`src/sv/bmft_pkg.sv`:
```
// ============================================================================
// bmft_pkg
// Shared types and constants of the block-mapped flash translation unit.
// ============================================================================
`default_nettype none

package bmft_pkg;

    // Fixed widths of the host and command words.
    localparam int OP_W    = 1;
    localparam int LSN_W   = 6;
    localparam int CMD_W   = 3;
    localparam int ADDR_W  = 6;
    localparam int OWN_W   = 4;
    localparam int LSN_CNT = 2 ** LSN_W;

    // Host operations.
    localparam logic [OP_W-1:0] OP_READ  = 1'b0;
    localparam logic [OP_W-1:0] OP_WRITE = 1'b1;

    // Flash command codes.
    localparam logic [CMD_W-1:0] CMD_READ      = 3'd0;
    localparam logic [CMD_W-1:0] CMD_PROG      = 3'd1;
    localparam logic [CMD_W-1:0] CMD_MARK      = 3'd2;
    localparam logic [CMD_W-1:0] CMD_COPY      = 3'd3;
    localparam logic [CMD_W-1:0] CMD_PROG_COPY = 3'd4;
    localparam logic [CMD_W-1:0] CMD_ERASE     = 3'd5;
    localparam logic [CMD_W-1:0] CMD_NO_BLOCK  = 3'd6;
    localparam logic [CMD_W-1:0] CMD_NO_PAGE   = 3'd7;

    // Sequencer states.
    typedef enum logic [3:0] {
        ST_IDLE,
        ST_MAP,
        ST_ROW,
        ST_SCAN,
        ST_ERR,
        ST_READ,
        ST_MARK,
        ST_PROG,
        ST_COPY,
        ST_ERASE
    } t_state;

    // Strobes into the block map.
    typedef struct packed {
        logic rd;
        logic wr;
        logic claim;
        logic swap;
    } t_map_ctl;

    // Strobes into the written-page rows.
    typedef struct packed {
        logic rd;
        logic wr;
    } t_row_ctl;

endpackage

`default_nettype wire

```
`src/sv/bmft_map.sv`:
```
// ============================================================================
// bmft_map
// Logical-to-physical block map, spare block register and in-use bitmap.
// ============================================================================
`default_nettype none

module bmft_map #(
    parameter int DATA_BLOCKS = 15,
    parameter int MI_W        = 4,
    parameter int PB_W        = 4
) (
    input  wire                     i_clk,
    input  wire                     i_rst_n,
    input  bmft_pkg::t_map_ctl      i_ctl,
    input  wire  [MI_W-1:0]         i_rd_idx,
    input  wire  [MI_W-1:0]         i_wr_idx,
    input  wire  [PB_W-1:0]         i_wr_pbn,
    input  wire  [PB_W-1:0]         i_new_spare,
    input  wire  [PB_W-1:0]         i_probe,
    output logic                    o_rd_valid,
    output logic [PB_W-1:0]         o_rd_pbn,
    output logic [PB_W-1:0]         o_spare,
    output logic                    o_probe_free
);

    localparam int NUM_PB = DATA_BLOCKS + 1;

    logic [PB_W-1:0]        r_mem [DATA_BLOCKS];
    logic [DATA_BLOCKS-1:0] r_vld;
    logic [NUM_PB-1:0]      r_used;
    logic [PB_W-1:0]        r_spare;
    logic [PB_W-1:0]        r_rd_data;
    logic                   r_rd_vld;

    // Map storage: one write port, one registered read port.
    always_ff @(posedge i_clk) begin
        if (i_ctl.wr) begin
            r_mem[i_wr_idx] <= i_wr_pbn;
        end
        if (i_ctl.rd) begin
            r_rd_data <= r_mem[i_rd_idx];
        end
    end

    // Entry valid bits, used blocks and the spare. The spare always counts as used.
    always_ff @(posedge i_clk) begin
        if (!i_rst_n) begin
            r_vld    <= '0;
            r_used   <= NUM_PB'(1);
            r_spare  <= '0;
            r_rd_vld <= 1'b0;
        end else begin
            if (i_ctl.wr) begin
                r_vld[i_wr_idx] <= 1'b1;
            end
            if (i_ctl.claim) begin
                r_used[i_wr_pbn] <= 1'b1;
            end
            if (i_ctl.swap) begin
                r_spare <= i_new_spare;
            end
            if (i_ctl.rd) begin
                r_rd_vld <= r_vld[i_rd_idx];
            end
        end
    end

    assign o_rd_valid   = r_rd_vld;
    assign o_rd_pbn     = r_rd_data;
    assign o_spare      = r_spare;
    assign o_probe_free = !r_used[i_probe];

endmodule

`default_nettype wire

```
`src/sv/bmft_rows.sv`:
```
// ============================================================================
// bmft_rows
// Written-page bitmap, stored as one row of page bits per physical block.
// ============================================================================
`default_nettype none

module bmft_rows #(
    parameter int NUM_PB      = 16,
    parameter int BLOCK_PAGES = 4,
    parameter int PB_W        = 4
) (
    input  wire                     i_clk,
    input  wire                     i_rst_n,
    input  bmft_pkg::t_row_ctl      i_ctl,
    input  wire  [PB_W-1:0]         i_rd_pbn,
    input  wire  [PB_W-1:0]         i_wr_pbn,
    input  wire  [BLOCK_PAGES-1:0]  i_wr_bits,
    output logic [BLOCK_PAGES-1:0]  o_rd_bits
);

    logic [BLOCK_PAGES-1:0] r_mem [NUM_PB];
    logic [NUM_PB-1:0]      r_vld;
    logic [BLOCK_PAGES-1:0] r_rd_data;
    logic                   r_rd_vld;

    always_ff @(posedge i_clk) begin
        if (i_ctl.wr) begin
            r_mem[i_wr_pbn] <= i_wr_bits;
        end
        if (i_ctl.rd) begin
            r_rd_data <= r_mem[i_rd_pbn];
        end
    end

    // A row that was never written reads as all pages clear.
    always_ff @(posedge i_clk) begin
        if (!i_rst_n) begin
            r_vld    <= '0;
            r_rd_vld <= 1'b0;
        end else begin
            if (i_ctl.wr) begin
                r_vld[i_wr_pbn] <= 1'b1;
            end
            if (i_ctl.rd) begin
                r_rd_vld <= r_vld[i_rd_pbn];
            end
        end
    end

    assign o_rd_bits = r_rd_vld ? r_rd_data : '0;

endmodule

`default_nettype wire

```
`src/sv/block_mapped_flash_translation_unit.sv`:
```
// ============================================================================
// block_mapped_flash_translation_unit
// Block-mapped flash translation engine with one spare block.
//
// Each host word is a read or a write of one logical sector; the unit answers
// with a run of flash command words, the final one flagged by o_last. One
// host word is handled at a time: the input stalls from acceptance until the
// last command word of its run has been loaded into the output register.
// A read goes through a map lookup and a page-bit lookup and then gives one
// command word. A write to an unmapped block scans the in-use bitmap one
// physical block per cycle for the lowest free block and claims it. A write
// to a page that already holds data rewrites the block through the spare,
// with one copy command per page and then the erase. A stall on the output
// side holds the run in each state that emits a command word. The block map
// and the written-page rows sit in synchronous memories with a registered
// read; they need no clearing pass, since per-entry valid bits cleared at
// reset stand in for the erased state.
// ============================================================================
`default_nettype none

module block_mapped_flash_translation_unit #(
    parameter int DATA_BLOCKS = 15,
    parameter int BLOCK_PAGES = 4
) (
    input  wire                             i_clk,
    input  wire                             i_rst_n,
    // Host request channel.
    input  wire                             i_in_valid,
    output logic                            o_in_stall,
    input  wire  [bmft_pkg::OP_W-1:0]       i_op,
    input  wire  [bmft_pkg::LSN_W-1:0]      i_lsn,
    // Flash command channel.
    output logic                            o_out_valid,
    input  wire                             i_out_stall,
    output logic [bmft_pkg::CMD_W-1:0]      o_cmd,
    output logic [bmft_pkg::ADDR_W-1:0]     o_page_addr,
    output logic [bmft_pkg::ADDR_W-1:0]     o_src_addr,
    output logic [bmft_pkg::OWN_W-1:0]      o_owner_lbn,
    output logic [bmft_pkg::LSN_W-1:0]      o_lsn_tag,
    output logic                            o_last
);

    // Physical blocks are the data blocks plus the spare.
    localparam int NUM_PB = DATA_BLOCKS + 1;
    localparam int PB_W   = $clog2(NUM_PB);
    localparam int MI_W   = (DATA_BLOCKS > 1) ? $clog2(DATA_BLOCKS) : 1;
    localparam int OFF_W  = (BLOCK_PAGES > 1) ? $clog2(BLOCK_PAGES) : 1;

    localparam logic [bmft_pkg::LSN_W-1:0] LBN_LIMIT = bmft_pkg::LSN_W'(DATA_BLOCKS);
    localparam logic [OFF_W-1:0]           PAGE_LAST = OFF_W'(BLOCK_PAGES - 1);
    localparam logic [PB_W-1:0]            SCAN_LAST = PB_W'(NUM_PB - 1);

    // Physical page number of a page in a block, as carried on the command word.
    function automatic logic [bmft_pkg::ADDR_W-1:0] f_page(
        input logic [PB_W-1:0]  pbn,
        input logic [OFF_W-1:0] off
    );
        return bmft_pkg::ADDR_W'(int'(pbn) * BLOCK_PAGES + int'(off));
    endfunction

    // ------------------------------------------------------------------------
    // Sector to block and page split, as constant lookup tables built at
    // elaboration.
    // ------------------------------------------------------------------------
    logic [bmft_pkg::LSN_W-1:0] w_lbn_tab [bmft_pkg::LSN_CNT];
    logic [OFF_W-1:0]           w_off_tab [bmft_pkg::LSN_CNT];

    for (genvar g = 0; g < bmft_pkg::LSN_CNT; g++) begin : g_split
        assign w_lbn_tab[g] = bmft_pkg::LSN_W'(g / BLOCK_PAGES);
        assign w_off_tab[g] = OFF_W'(g % BLOCK_PAGES);
    end

    // ------------------------------------------------------------------------
    // Registers.
    // ------------------------------------------------------------------------
    bmft_pkg::t_state            r_state, n_state;
    logic [bmft_pkg::OP_W-1:0]   r_op, n_op;
    logic [bmft_pkg::LSN_W-1:0]  r_lsn, n_lsn;
    logic [bmft_pkg::LSN_W-1:0]  r_lbn, n_lbn;
    logic [OFF_W-1:0]            r_off, n_off;
    logic [PB_W-1:0]             r_pbn, n_pbn;
    logic [PB_W-1:0]             r_scan, n_scan;
    logic [OFF_W-1:0]            r_page, n_page;

    logic                        r_out_valid;
    logic [bmft_pkg::CMD_W-1:0]  r_cmd;
    logic [bmft_pkg::ADDR_W-1:0] r_page_addr;
    logic [bmft_pkg::ADDR_W-1:0] r_src_addr;
    logic [bmft_pkg::OWN_W-1:0]  r_owner_lbn;
    logic [bmft_pkg::LSN_W-1:0]  r_lsn_tag;
    logic                        r_last;

    // ------------------------------------------------------------------------
    // Combinational signals.
    // ------------------------------------------------------------------------
    logic                        w_accept;
    logic                        w_can_emit;
    logic [bmft_pkg::LSN_W-1:0]  w_lbn_in;
    logic [OFF_W-1:0]            w_off_in;
    logic [BLOCK_PAGES-1:0]      w_off_bit;
    logic                        w_hit;
    logic                        w_copy_target;

    logic                        e_valid;
    logic [bmft_pkg::CMD_W-1:0]  e_cmd;
    logic [bmft_pkg::ADDR_W-1:0] e_page;
    logic [bmft_pkg::ADDR_W-1:0] e_src;
    logic [bmft_pkg::OWN_W-1:0]  e_owner;
    logic [bmft_pkg::LSN_W-1:0]  e_tag;
    logic                        e_last;

    bmft_pkg::t_map_ctl          w_map_ctl;
    logic [MI_W-1:0]             w_map_rd_idx;
    logic [MI_W-1:0]             w_map_wr_idx;
    logic [PB_W-1:0]             w_map_wr_pbn;
    logic                        w_map_valid;
    logic [PB_W-1:0]             w_map_pbn;
    logic [PB_W-1:0]             w_spare;
    logic                        w_probe_free;

    bmft_pkg::t_row_ctl          w_row_ctl;
    logic [PB_W-1:0]             w_row_rd_pbn;
    logic [PB_W-1:0]             w_row_wr_pbn;
    logic [BLOCK_PAGES-1:0]      w_row_wr_bits;
    logic [BLOCK_PAGES-1:0]      w_row_bits;

    // A new host word is taken only when the sequencer is idle. The command
    // word register is loaded whenever it is empty or being taken.
    assign o_in_stall    = (r_state != bmft_pkg::ST_IDLE);
    assign w_accept      = i_in_valid && !o_in_stall;
    assign w_can_emit    = !r_out_valid || !i_out_stall;

    assign w_lbn_in      = w_lbn_tab[i_lsn];
    assign w_off_in      = w_off_tab[i_lsn];
    assign w_off_bit     = BLOCK_PAGES'(1) << r_off;
    assign w_hit         = w_row_bits[r_off];
    assign w_copy_target = (r_page == r_off);

    // ------------------------------------------------------------------------
    // State storage.
    // ------------------------------------------------------------------------
    bmft_map #(
        .DATA_BLOCKS (DATA_BLOCKS),
        .MI_W        (MI_W),
        .PB_W        (PB_W)
    ) u_map (
        .i_clk        (i_clk),
        .i_rst_n      (i_rst_n),
        .i_ctl        (w_map_ctl),
        .i_rd_idx     (w_map_rd_idx),
        .i_wr_idx     (w_map_wr_idx),
        .i_wr_pbn     (w_map_wr_pbn),
        .i_new_spare  (r_pbn),
        .i_probe      (r_scan),
        .o_rd_valid   (w_map_valid),
        .o_rd_pbn     (w_map_pbn),
        .o_spare      (w_spare),
        .o_probe_free (w_probe_free)
    );

    bmft_rows #(
        .NUM_PB      (NUM_PB),
        .BLOCK_PAGES (BLOCK_PAGES),
        .PB_W        (PB_W)
    ) u_rows (
        .i_clk     (i_clk),
        .i_rst_n   (i_rst_n),
        .i_ctl     (w_row_ctl),
        .i_rd_pbn  (w_row_rd_pbn),
        .i_wr_pbn  (w_row_wr_pbn),
        .i_wr_bits (w_row_wr_bits),
        .o_rd_bits (w_row_bits)
    );

    // ------------------------------------------------------------------------
    // Sequencer outputs: memory strobes and the command word to be loaded.
    // The row read issued in the map state (or at a claim) stays in the row
    // read register for the rest of the run, since no other row read happens
    // until the next host word.
    // ------------------------------------------------------------------------
    always_comb begin
        e_valid       = 1'b0;
        e_cmd         = bmft_pkg::CMD_READ;
        e_page        = '0;
        e_src         = '0;
        e_owner       = '0;
        e_tag         = '0;
        e_last        = 1'b0;
        w_map_ctl     = '0;
        w_map_rd_idx  = MI_W'(w_lbn_in);
        w_map_wr_idx  = MI_W'(r_lbn);
        w_map_wr_pbn  = r_scan;
        w_row_ctl     = '0;
        w_row_rd_pbn  = w_map_pbn;
        w_row_wr_pbn  = r_pbn;
        w_row_wr_bits = w_row_bits | w_off_bit;

        case (r_state)
            bmft_pkg::ST_IDLE: begin
                // Out-of-range sectors never look at the map.
                w_map_ctl.rd = w_accept && (w_lbn_in < LBN_LIMIT);
            end
            bmft_pkg::ST_MAP: begin
                w_row_ctl.rd = w_map_valid;
            end
            bmft_pkg::ST_SCAN: begin
                // Claim the probed block and fetch its (clear) page row.
                if (w_probe_free) begin
                    w_map_ctl.wr    = 1'b1;
                    w_map_ctl.claim = 1'b1;
                    w_row_ctl.rd    = 1'b1;
                    w_row_rd_pbn    = r_scan;
                end
            end
            bmft_pkg::ST_ROW: begin
            end
            bmft_pkg::ST_ERR: begin
                e_valid = 1'b1;
                e_cmd   = bmft_pkg::CMD_NO_BLOCK;
                e_last  = 1'b1;
            end
            bmft_pkg::ST_READ: begin
                e_valid = 1'b1;
                e_cmd   = w_hit ? bmft_pkg::CMD_READ : bmft_pkg::CMD_NO_PAGE;
                e_page  = f_page(r_pbn, r_off);
                e_last  = 1'b1;
            end
            bmft_pkg::ST_MARK: begin
                e_valid = 1'b1;
                e_cmd   = bmft_pkg::CMD_MARK;
                e_page  = f_page(r_pbn, '0);
                e_owner = bmft_pkg::OWN_W'(r_lbn);
            end
            bmft_pkg::ST_PROG: begin
                e_valid      = 1'b1;
                e_cmd        = bmft_pkg::CMD_PROG;
                e_page       = f_page(r_pbn, r_off);
                e_owner      = bmft_pkg::OWN_W'(r_lbn);
                e_tag        = r_lsn;
                e_last       = 1'b1;
                w_row_ctl.wr = w_can_emit;
            end
            bmft_pkg::ST_COPY: begin
                e_valid = 1'b1;
                e_page  = f_page(w_spare, r_page);
                e_src   = f_page(r_pbn, r_page);
                if (w_copy_target) begin
                    e_cmd   = bmft_pkg::CMD_PROG_COPY;
                    e_owner = bmft_pkg::OWN_W'(r_lbn);
                    e_tag   = r_lsn;
                end else begin
                    e_cmd   = bmft_pkg::CMD_COPY;
                end
                // The spare row takes the old row plus the target page.
                if (w_can_emit && (r_page == PAGE_LAST)) begin
                    w_row_ctl.wr = 1'b1;
                    w_row_wr_pbn = w_spare;
                end
            end
            bmft_pkg::ST_ERASE: begin
                e_valid      = 1'b1;
                e_cmd        = bmft_pkg::CMD_ERASE;
                e_page       = bmft_pkg::ADDR_W'(r_pbn);
                e_last       = 1'b1;
                w_map_wr_pbn = w_spare;
                // Old row clears, the spare takes the logical block, and the
                // old block becomes the spare.
                if (w_can_emit) begin
                    w_row_ctl.wr   = 1'b1;
                    w_row_wr_bits  = '0;
                    w_map_ctl.wr   = 1'b1;
                    w_map_ctl.swap = 1'b1;
                end
            end
            default: begin
            end
        endcase
    end

    // ------------------------------------------------------------------------
    // Sequencer next state.
    // ------------------------------------------------------------------------
    always_comb begin
        n_state = r_state;
        n_op    = r_op;
        n_lsn   = r_lsn;
        n_lbn   = r_lbn;
        n_off   = r_off;
        n_pbn   = r_pbn;
        n_scan  = r_scan;
        n_page  = r_page;

        case (r_state)
            bmft_pkg::ST_IDLE: begin
                if (w_accept) begin
                    n_op    = i_op;
                    n_lsn   = i_lsn;
                    n_lbn   = w_lbn_in;
                    n_off   = w_off_in;
                    n_state = (w_lbn_in >= LBN_LIMIT) ? bmft_pkg::ST_ERR : bmft_pkg::ST_MAP;
                end
            end
            bmft_pkg::ST_MAP: begin
                if (!w_map_valid) begin
                    n_scan  = '0;
                    n_state = (r_op == bmft_pkg::OP_WRITE) ? bmft_pkg::ST_SCAN
                                                           : bmft_pkg::ST_ERR;
                end else begin
                    n_pbn   = w_map_pbn;
                    n_state = bmft_pkg::ST_ROW;
                end
            end
            bmft_pkg::ST_ROW: begin
                if (r_op == bmft_pkg::OP_READ) begin
                    n_state = bmft_pkg::ST_READ;
                end else if (!w_hit) begin
                    n_state = bmft_pkg::ST_PROG;
                end else begin
                    n_page  = '0;
                    n_state = bmft_pkg::ST_COPY;
                end
            end
            bmft_pkg::ST_SCAN: begin
                if (w_probe_free) begin
                    n_pbn   = r_scan;
                    n_state = bmft_pkg::ST_MARK;
                end else if (r_scan == SCAN_LAST) begin
                    n_state = bmft_pkg::ST_ERR;
                end else begin
                    n_scan  = r_scan + PB_W'(1);
                end
            end
            bmft_pkg::ST_MARK: begin
                if (w_can_emit) begin
                    n_state = bmft_pkg::ST_PROG;
                end
            end
            bmft_pkg::ST_COPY: begin
                if (w_can_emit) begin
                    if (r_page == PAGE_LAST) begin
                        n_state = bmft_pkg::ST_ERASE;
                    end else begin
                        n_page  = r_page + OFF_W'(1);
                    end
                end
            end
            bmft_pkg::ST_ERR,
            bmft_pkg::ST_READ,
            bmft_pkg::ST_PROG,
            bmft_pkg::ST_ERASE: begin
                if (w_can_emit) begin
                    n_state = bmft_pkg::ST_IDLE;
                end
            end
            default: begin
                n_state = bmft_pkg::ST_IDLE;
            end
        endcase
    end

    // ------------------------------------------------------------------------
    // Clocked state.
    // ------------------------------------------------------------------------
    always_ff @(posedge i_clk) begin
        if (!i_rst_n) begin
            r_state     <= bmft_pkg::ST_IDLE;
            r_out_valid <= 1'b0;
        end else begin
            r_state <= n_state;
            if (w_can_emit) begin
                r_out_valid <= e_valid;
            end
        end
    end

    always_ff @(posedge i_clk) begin
        r_op   <= n_op;
        r_lsn  <= n_lsn;
        r_lbn  <= n_lbn;
        r_off  <= n_off;
        r_pbn  <= n_pbn;
        r_scan <= n_scan;
        r_page <= n_page;
        if (w_can_emit && e_valid) begin
            r_cmd       <= e_cmd;
            r_page_addr <= e_page;
            r_src_addr  <= e_src;
            r_owner_lbn <= e_owner;
            r_lsn_tag   <= e_tag;
            r_last      <= e_last;
        end
    end

    assign o_out_valid = r_out_valid;
    assign o_cmd       = r_cmd;
    assign o_page_addr = r_page_addr;
    assign o_src_addr  = r_src_addr;
    assign o_owner_lbn = r_owner_lbn;
    assign o_lsn_tag   = r_lsn_tag;
    assign o_last      = r_last;

endmodule

`default_nettype wire

```
`config.mk`:
```
export PLATFORM = sky130hd
export DESIGN_NAME = block_mapped_flash_translation_unit
export DESIGN_NICKNAME = d
export VERILOG_FILES = /design/src/sv/bmft_pkg.sv /design/src/sv/bmft_map.sv /design/src/sv/bmft_rows.sv /design/src/sv/block_mapped_flash_translation_unit.sv
export SDC_FILE = /design/constraint.sdc
export NUM_CORES = 1
export LEC_CHECK = 0
export ABC_AREA = 1
export BUFFER_PORTS_ARGS = -buffer_cell sky130_fd_sc_hd__buf_2
export CORE_MARGIN = 4
export CORE_UTILIZATION = 65
export CTS_CLUSTER_DIAMETER = 120
export DETAILED_ROUTE_END_ITERATION = 8
export PLACE_DENSITY = 0.83
export SLEW_MARGIN = 20
export SYNTH_ARGS = -nofsm -noshare
export SYNTH_HDL_FRONTEND = slang
export SYNTH_HIERARCHICAL = 1
export SYNTH_SLANG_ARGS = --single-unit
```
`constraint.sdc`:
```
create_clock -name i_clk -period 7.5 [get_ports i_clk]
set_input_delay 1.5 -clock i_clk [delete_from_list [all_inputs] [get_ports i_clk]]
set_output_delay 1.5 -clock i_clk [all_outputs]
set_load 0.01 [all_outputs]
```
==> flow_summary.ini <==
[status]
status = finished, final reports clean

[global_route]
grt_use_total_pct = 24.25
gr-usage-met2_pct = 40.71
grtUsageMet3_pct = 3.588
grt_pass1_vias = 6802
grt_util_met1_pct = 33.26
grt-busiest-layer = met2
grt_pass1_wl_mm = 34.35
grt_max_degree = 44
grt_overflow = 0
antenna_found_initial = 0

[clocking]
cts_made_buffers = 23
insertion_delay_ps = 500
htreeDepth = 1
cts_tree = yes
cts_root_buf = clkbuf_16
post_cts_buffers = 0
cts_sinks = 233
cts_resized = 0
clk_pin_slew_ps = 60
clockBufferDepth = 3
cts_hold_buf = 0

[placed_design]
place_hpwl_mm = 14.01
gp_congestion = 0.9317
portBuffers = 38

[die]
fp.dieW_um = 132.1
start_util_pct = 66.10
core_mm2 = 0.01515
ios = 39
die_h_um = 132.1
num_rows = 45
dieArea_mm2 = 0.01745

[synth]
avgSynthCellArea_um2 = 9.516
ys_warn_count = 6
ys_seq_area_share_pct = 64.09
syn-cell-area_mm2 = 0.01001
synth.ff_latch_count = 233
synthCells = 1052
syn_nets = 1065
ys_types = 34

[route]
initialDrtViolationCount = 930
routed_via_density = 5.776
drtPass1Iterations = 6
finalWirelength_mm = 21.52
wl_per_cell_um = 16.67
ant_nets = 0
vias = 7457
drc = 0

[finish]
n_antenna_cell = 0
final_common_cell = nor2_1
final_cell_mix = nor2_1 (247), nand2_1 (176), edfxtp_1 (175), inv_1 (103), o21ai_0 (66)
fill_cells = 1037
area_growth_pct = 10.27
drive_gt1_share_pct = 8.613
fin_nets = 1099

[critical_path]
crit_path_end_kind = flop
cp_max_fo = 41
required_ps = 7750
worstSetupStartpointType = flop
arrival_ps = 3980
crit_type = reg2reg

[timing]
fin_crit_ps = 3727
clock-skew-final_ps = 8.539
finalCritPeriodShare_pct = 49.69
tns_ps = 0
drv_slew = 0
relSlewSlack_pct = 42.19
setup_viol = 0
fmax_ghz = 0.2683
tightest_slew_ps = 860.5
timing_hold_violations_final = 0
holdWs_ps = 440.5
rsz0062_at_grt = no

[flow_run]
drv_cap = 0

[min_path]
min_path_type = reg2reg

[pwr]
peakVddDrop_mv = 0.2092
p_leak_nw = 4.286
power.density_mw_per_mm2 = 305.8
-- synthesized netlist by cell type, drive strengths merged --
master  number  area share [%]
a21boi       1           0.075
a21oi       35             1.7
a221o        1            0.10
a31oi        3            0.19
buf         31             1.6
clkbuf       5            0.19
clkinv       1           0.037
dfxtp       58              12
edfxtp     175              52
ha           2            0.25
inv        112             4.2
nand2      177             6.7
nand3       53             2.7
nand3b       2            0.15
nand4        2            0.12
nor2       250             9.5
nor3        11            0.55
o211ai      28             2.1
o21a         4            0.30
o21ai       92             4.6
o21bai       1           0.075
o221ai       4            0.35
o22ai        2            0.12
xnor2        2            0.18
-- layer usage --
layer | up-vias | wire length, um
met4 | 0 | 505
li1 | 3585 | -
met3 | 52 | 1922
met2 | 370 | 10290
met5 | - | 0
met1 | 3450 | 8804
-- layout make-up --
class	count	area (um2)	area share, %
Timing Repair Buffer	45	242.7	2.199
Tap cell	188	235.2	2.131
Multi-Input combinational cell	670	2994	27.12
Sequential cell	233	6416	58.12
Clock inverter	9	72.57	0.6574
Inverter	113	424.2	3.842
Clock buffer	33	654.4	5.928
-- stage by stage --
step | total power (W) | cells | area [um2] | util, % | setup slack, ps
after floorplan | 0.002078 | 1052 | 10010 | - | 4262
after global placement | 0.002281 | 1249 | 10310 | 68.05 | 3933
after detailed placement | 0.002292 | 1249 | 10310 | 68.09 | 3859
after CTS | 0.003388 | 1291 | 11040 | 72.89 | 3829
after global routing | 0.003537 | 1291 | 11040 | 72.89 | 3449
final | 0.003376 | 1291 | 11040 | 72.89 | 3773
-- sequential cells by signal, indices dropped and copies added (netlist names), 2 cells and up --
| signal | flops |
|---|---|
| r_page | 2 |
| u_map/r_used | 16 |
| o_owner_lbn | 4 |
| u_map/o_spare | 4 |
| o_page_addr | 6 |
| u_map/r_mem | 60 |
| o_cmd | 3 |
| u_rows/r_mem | 64 |
| u_rows/r_rd_data | 4 |
| r_pbn | 4 |
| r_state | 4 |
| r_lsn | 5 |
| u_rows/r_vld | 16 |
| o_src_addr | 6 |
| u_map/r_vld | 15 |
| r_scan | 4 |
| o_lsn_tag | 6 |
| u_map/o_rd_pbn | 4 |
-- logic make-up after synthesis --
family / synth area share [%]
XOR/XNOR: 0.1750
AO/OA/AOI/OAI: 9.699
flip-flops: 64.09
buffers and inverters: 6.074
adder cells (fa/ha/maj): 0.2499
AND/OR/NAND/NOR: 19.71
-- worst paths after layout --
path | startpoint | to | slack (ps) | cells past startpoint
hold / removal | u_map/r_used[0] | u_map/r_used[0] | 440 | 2
setup reg to reg | r_scan[0] | u_rows/r_rd_data[3] | 3770 | 17
hold reg to reg | u_map/r_used[0] | u_map/r_used[0] | 440 | 2
setup / recovery | r_scan[0] | u_rows/r_rd_data[3] | 3770 | 17
-- power breakdown --
| group | internal [W] | leakage (nW) | switching (W) |
|---|---|---|---|
| clock network | 0.000642 | 0.362 | 0.000454 |
| registers | 0.00155 | 2.06 | 0.0000675 |
| logic | 0.000182 | 1.86 | 0.000482 |
| total | 0.00237 | 4.29 | 0.00100 |
-- critical path, stage by stage, from the launching register on --
cell and delay [ps]:
edfxtp_1 670, a21oi_1 240, o21ai_0 110, nand3_1 110
nand3b_1 80, nand2_1 170, nand2_1 300, inv_1 170
nand2_1 60, nand2_1 90, buf_4 370, inv_2 390
nor2_1 180, nor2_1 60, o21ai_1 120, o211ai_1 140
nand3_1 100, nand2_1 80
Power figures use the tool's default switching activity.
